<file path="config.mk">
export PLATFORM = sky130hd
export DESIGN_NAME = chb_isqrt
export DESIGN_NICKNAME = d
export VERILOG_FILES = /design/src/hw/rtl/chb_pkg.sv /design/src/hw/rtl/chb_isqrt.sv
export SDC_FILE = /design/constraint.sdc
export NUM_CORES = 2
export LEC_CHECK = 0
export ABC_AREA = 0
export BUFFER_PORTS_ARGS = -buffer_cell sky130_fd_sc_hd__buf_2
export CAP_MARGIN = 25
export CORE_UTILIZATION = 50
export CTS_CLUSTER_SIZE = 16
export DETAILED_ROUTE_END_ITERATION = 10
export PLACE_DENSITY = 0.64
export SLEW_MARGIN = 20
export SYNTH_ARGS = -nofsm -noshare
export SYNTH_HDL_FRONTEND = slang
export SYNTH_SLANG_ARGS = --single-unit
</file>
<file path="constraint.sdc">
create_clock -name clk_i -period 3.31 [get_ports clk_i]
set_input_delay 0.331 -clock clk_i [delete_from_list [all_inputs] [get_ports clk_i]]
set_output_delay 0.331 -clock clk_i [all_outputs]
set_load 0.05 [all_outputs]
</file>
<file path="src/hw/rtl/chb_pkg.sv">
`timescale 1ns / 1ps

package chb_pkg;

  // Field widths of the item payloads.
  localparam int POS_W   = 32;
  localparam int DIR_W   = 16;
  localparam int DIST_W  = 31;
  localparam int RND_W   = 16;
  localparam int FRAC_SH = 14;
  localparam int ONE_Q14 = 1 << FRAC_SH;

  // Normalizer: component width, radicand width, root and divider depths, and total depth.
  localparam int SUM_W      = 28;
  localparam int SQRT_W     = 2 * SUM_W;
  localparam int SQRT_STEPS = SQRT_W / 2;
  localparam int DIV_STEPS  = DIR_W;
  localparam int NORM_LAT   = 2 + SQRT_STEPS + 1 + DIV_STEPS + 1;

  // Rotation unit for cosine and sine, angles in 2^32 per turn.
  localparam int CORDIC_STEPS = 18;
  localparam int CORDIC_W     = 33;
  localparam logic signed [CORDIC_W-1:0] CORDIC_GAIN = 33'sd652032874;
  localparam logic [29:0] ATAN_TURN [CORDIC_STEPS] = '{
    30'h20000000, 30'h12E4051E, 30'h09FB385B, 30'h051111D4, 30'h028B0D43, 30'h0145D7E1,
    30'h00A2F61E, 30'h00517C55, 30'h0028BE53, 30'h00145F2F, 30'h000A2F98, 30'h000517CC,
    30'h00028BE6, 30'h000145F3, 30'h0000A2FA, 30'h0000517D, 30'h000028BE, 30'h0000145F
  };

  typedef logic signed [SUM_W-1:0] nvec_t;

  typedef struct packed {
    logic signed [POS_W-1:0] origin_x;
    logic signed [POS_W-1:0] origin_y;
    logic signed [POS_W-1:0] origin_z;
    logic signed [DIR_W-1:0] dir_x;
    logic signed [DIR_W-1:0] dir_y;
    logic signed [DIR_W-1:0] dir_z;
    logic [DIST_W-1:0]       distance;
    logic signed [DIR_W-1:0] normal_x;
    logic signed [DIR_W-1:0] normal_y;
    logic signed [DIR_W-1:0] normal_z;
    logic [RND_W-1:0]        rand_angle;
    logic [RND_W-1:0]        rand_radius;
  } in_t;

  typedef struct packed {
    logic signed [POS_W-1:0] hit_x;
    logic signed [POS_W-1:0] hit_y;
    logic signed [POS_W-1:0] hit_z;
    logic signed [DIR_W-1:0] bounce_x;
    logic signed [DIR_W-1:0] bounce_y;
    logic signed [DIR_W-1:0] bounce_z;
  } out_t;

endpackage

</file>
<file path="src/hw/rtl/chb_isqrt.sv">
`timescale 1ns / 1ps

module chb_isqrt import chb_pkg::*; (
  input  logic                  clk_i,
  input  logic                  en_i,
  input  logic [SQRT_W-1:0]     rad_i,
  output logic [SQRT_STEPS-1:0] root_o
);

  localparam int AW = SQRT_W + 1;

  logic [AW-1:0] rem_q [SQRT_STEPS];
  logic [AW-1:0] res_q [SQRT_STEPS];
  logic [AW-1:0] rem_d [SQRT_STEPS];
  logic [AW-1:0] res_d [SQRT_STEPS];
  logic [AW-1:0] prv_rem [SQRT_STEPS];
  logic [AW-1:0] prv_res [SQRT_STEPS];
  logic [AW-1:0] trial [SQRT_STEPS];

  // One result bit per stage, highest first.
  always_comb begin
    prv_rem[0] = AW'(rad_i);
    prv_res[0] = '0;
    for (int k = 1; k < SQRT_STEPS; k++) begin
      prv_rem[k] = rem_q[k-1];
      prv_res[k] = res_q[k-1];
    end
    for (int k = 0; k < SQRT_STEPS; k++) begin
      trial[k] = prv_res[k] + (AW'(1) << (SQRT_W - 2 - 2 * k));
      if (prv_rem[k] >= trial[k]) begin
        rem_d[k] = prv_rem[k] - trial[k];
        res_d[k] = (prv_res[k] >> 1) + (AW'(1) << (SQRT_W - 2 - 2 * k));
      end else begin
        rem_d[k] = prv_rem[k];
        res_d[k] = prv_res[k] >> 1;
      end
    end
  end

  always_ff @(posedge clk_i) begin
    if (en_i) begin
      rem_q <= rem_d;
      res_q <= res_d;
    end
  end

  assign root_o = res_q[SQRT_STEPS-1][SQRT_STEPS-1:0];

endmodule

</file>
* Word level (Yosys, flattened, before mapping)
Cells that the tools add are included.
Storage, ports and cells: flip-flop bits (word level) 3106, input port bits 58, output and inout bits 28, word-level logic and storage cells 246
Cells by class: $add $sub $neg 81, magnitude comparators 28, mux-type cells 55
Operators with widths (number):
- $ge 57x57->1 | 27
- $mux 56 | 27
- $mux 57 | 26
- $sub 57x57->57 | 26
- $add 56x11->57 const B | 1
- $add 56x13->57 const B | 1
- $add 56x15->57 const B | 1
- $add 56x17->57 const B | 1
- $add 56x19->57 const B | 1
- $add 56x21->57 const B | 1
- $add 56x23->57 const B | 1
- $add 56x25->57 const B | 1
- $add 56x27->57 const B | 1
- $add 56x29->57 const B | 1
- $add 56x3->57 const B | 1
- $add 56x31->57 const B | 1
- $add 56x33->57 const B | 1
- $add 56x35->57 const B | 1
- $add 56x37->57 const B | 1
- $add 56x39->57 const B | 1
- $add 56x41->57 const B | 1
- $add 56x43->57 const B | 1
- $add 56x45->57 const B | 1
- $add 56x47->57 const B | 1
- other kinds (38) | 38

* Depth between registers and ports, before layout
depth in word-level cells 3, depth in mapped cells 17, gate-level depth less buffers 14

* Worst setup path after synthesis
Ideal clock, no wire load.
kind flip-flop to flip-flop, from reg rem_q (netlist bit prv_rem[120]), to reg rem_q (netlist bit prv_rem[110]) (data pin), library setup time 266 ps, data arrival time 3161 ps, required time 3044 ps, setup slack -117 ps, stages on the path, launching flop included 16, buffers on the path 2, clock period less this slack 3427 ps, cells stage by stage edfxtp_1 -> ha_1 -> o21a_1 -> o211ai_1 -> a2111o_1 -> a31o_2 -> or2_2 -> nor2_1 -> nor2b_1 -> clkbuf_1 -> clkinv_2 -> o211ai_1 -> or3_1 -> clkbuf_1 -> nor3_1 -> xor2_1
RTL lines:
- start: declaration | RTL line chb_isqrt.sv:12 | logic [AW-1:0] rem_q [SQRT_STEPS];
- start signal: assignment | RTL line chb_isqrt.sv:42 | rem_q <= rem_d;

==> key figures <==
Global routing
  – First-pass GRT wire length: 341000 µm
  – Initial antenna violation count: 15
  – Largest net degree at the start of global routing: 150
  – Vias in the first global route: 60.2k
  – GRT Util Overall: 23.6%
  – Grt ovf: 0

Synth
  – Top cell type by total area after synthesis: edfxtp_1
  – Area share of the largest cell type after synthesis: 62.8%
  – Synthesized net count: 7844
  – Ys async rst share: 0%
  – Mapped Cells: 7354
  – Top_reg_cell synth: edfxtp_1
  – Syn avg cell area: 12.6 µm²
  – Synth top area cells: edfxtp_1 (63%), ha_1 (5.8%), xor2_1 (3.3%), xnor2_1 (3.2%), a21oi_1 (2.2%)
  – Synth warn: 0
  – Post-synth EDFFs: 1945
  – Netlist Area Pre-Place: 92900 µm²
  – Register area share after synthesis: 62.8%
  – Distinct cells, synth: 92
  – Synthesized flop and latch total: 1945

Placement
  – HPWL Detailed: 167000 µm
  – Placer Congestion: 0.918
  – Post-DP Area: 101000 µm²
  – Buffers added on ports: 85

Route
  – Post-detailed-routing wire length: 224000 µm
  – DR iter-0 viols: 4898
  – Drt wl/cell: 20.5 µm
  – Routed vias: 61.4k
  – First-pass iteration count of the detailed router: 6
  – Residual DRC count: 0
  – Post-DRT Antenna Nets: 0
  – Routed vias/inst: 5.63

Floorplanning
  – Die W: 433 µm
  – Num rows: 157
  – Full die area: 188000 µm²
  – Chip Height: 433 µm
  – # IOs: 86
  – Initial Utilization: 50.5%
  – Core area: 184000 µm²

STA
  – Worst Tran Pin Value: 0.906 ns
  – Shortest clock period the worst path allows after layout: 3.44 ns
  – Final Hold Viols: 0
  – Min Hold Slack: 0.181 ns
  – Slew HR: 39.0%
  – PnR worst setup slack: -0.127 ns
  – FMAX: 0.291 GHz
  – Clk_skew: 0.0661 ns
  – Slew Limit Fails: 0
  – Tcrit/Tclk final: 104%
  – Setup Viol. Count Final: 18
  – RSZ-0062 raised after global routing: yes

Final layout
  – Post-Layout Inst Area: 111000 µm²
  – Syn-to-layout area delta: 19.6%
  – Most common cell after layout, fill and taps aside: edfxtp_1
  – Layout fillers: 14.4k
  – Share of layout cells above drive strength 1: 17.3%
  – Final core occ: 60.5%
  – FF+latch area: 58400 µm²
  – Most frequent cells in the layout: edfxtp_1 (1945), buf_4 (666), inv_1 (538)
  – Area of the multi-input gates: 33700 µm²
  – Nets: 8759

CTS
  – Reg clk slew, reported paths: 0.07 ns
  – Clock Sinks: 1945
  – Cts bufs inserted: 200
  – Latest clock arrival within the worst-skew pair: 0.86 ns
  – Clk Tree Root Cell: clkbuf_16
  – Clk buf depth: 3
  – CTS tree: yes
  – Htree depth: 4

Power and ir drop
  – Pwr per Cell Area: 654 nW/µm²
  – Peak VDD IR: 0.652 mV
  – Lkg Pwr: 42.5 nW
  – Power, Total: 72.7 mW

Critical path
  – Worst EP arrival: 4.01 ns
  – Setup CP Type: flop to flop
  – Critical Path RT: 3.88 ns
  – Endpoint class of the critical path: flop
  – Crit-path max FO: 7
  – Critical Path Source Type: flop

Run
  – Max cap viols: 0

Outcome
  – Failing checks: negative setup slack
  – Outcome: finished with violations

Hold path
  – Hold Crit Class: input pin to flop
kinds of logic after synthesis:
group	synth area share (%)
buf+inv	2.81
mux	0.784
flops	62.8
compound gates	9.11
simple gates	12.2
fa+ha+maj	5.82
xor+xnor	6.46
registers in the layout (all words and copies together) (netlist names):
register	flops
root_o	28
prv_rem	1539
prv_res	378
area by class of cell:
class                           instances  share of cell area, %
Multi-Input combinational cell       4719                   30.3
Timing Repair Buffer                  860                   6.20
Antenna cell                            3                0.00675
Tap cell                             2464                   2.77
Clock buffer                          233                   4.65
Sequential cell                      1945                   52.5
Clock inverter                        145                   1.67
Inverter                              543                   1.84
stage by stage:
step	std cells	worst slack [ns]	TNS, ns
after CTS	10900	-0.0940	-0.577
final	10900	-0.127	-1.10
after floorplan	7354	-0.0412	-0.0654
after global routing	10900	-0.264	-7.95
after global placement	10400	-0.391	-13.02
after detailed placement	10400	-0.465	-20.56
critical path, stage by stage, from the launching register on:
cell,delay (ns)
edfxtp_1,0.43
ha_4,0.29
o21a_1,0.14
o211ai_1,0.15
a2111o_1,0.55
a31o_4,0.28
or2_4,0.24
nor2_4,0.11
nor2b_4,0.06
clkinv_4,0.05
o211ai_1,0.09
or3_1,0.35
buf_6,0.17
nor4_4,0.14
xor2_1,0.09
synth_stat cells, drive strengths merged (46+ instances only):
master  number
o21a        75
a21o       161
xnor2      341
nor3       230
or3         81
or4         58
nand4      114
nand2      500
o21ai      377
a31oi       46
nor4       280
a21oi      408
mux2        54
xor2       345
edfxtp    1945
nor2b       60
nand2b      92
ha         432
clkbuf     131
nor2       411
nand3      112
inv        540
o31ai       47
what timing repair did:
| item | in CTS | in global routing |
|---|---|---|
| gates resized for setup | 125 | 221 |
| setup buffers | 22 | 33 |
| hold endpoints to repair | 84 | 0 |
| endpoints found under the setup margin | 170 | 320 |
| hold buffers | 57 | 0 |
| cloned | 2 | 3 |
| pin swaps | 44 | 74 |
power breakdown:
group | switching (mW) | internal [mW] | total, mW
Clock | 9.69 | 13.8 | 23.5
Sequential | 2.34 | 31.0 | 33.3
Combinational | 8.78 | 7.13 | 15.9
Total | 20.8 | 51.9 | 72.7
metal layers:
metal	part of all wire (%)	vias up	global-route usage (%)
met5	0.011	-	0
met4	2.9	4	7.26
met3	5.6	356	4.10
met2	49	1552	39.5
met1	43	30000	31.2
li1	-	29500	-
worst paths after layout:
check,start,to,slack (ns),cells after the start
setup / recovery,prv_rem[120],prv_rem[108],-0.13,14
hold / removal,rad_i[33],prv_rem[1515],0.18,2
setup reg to reg,prv_rem[120],prv_rem[108],-0.13,14
hold reg to reg,prv_rem[456],prv_rem[399],0.40,0
Note: power is estimated with default switching activity, not from simulation.
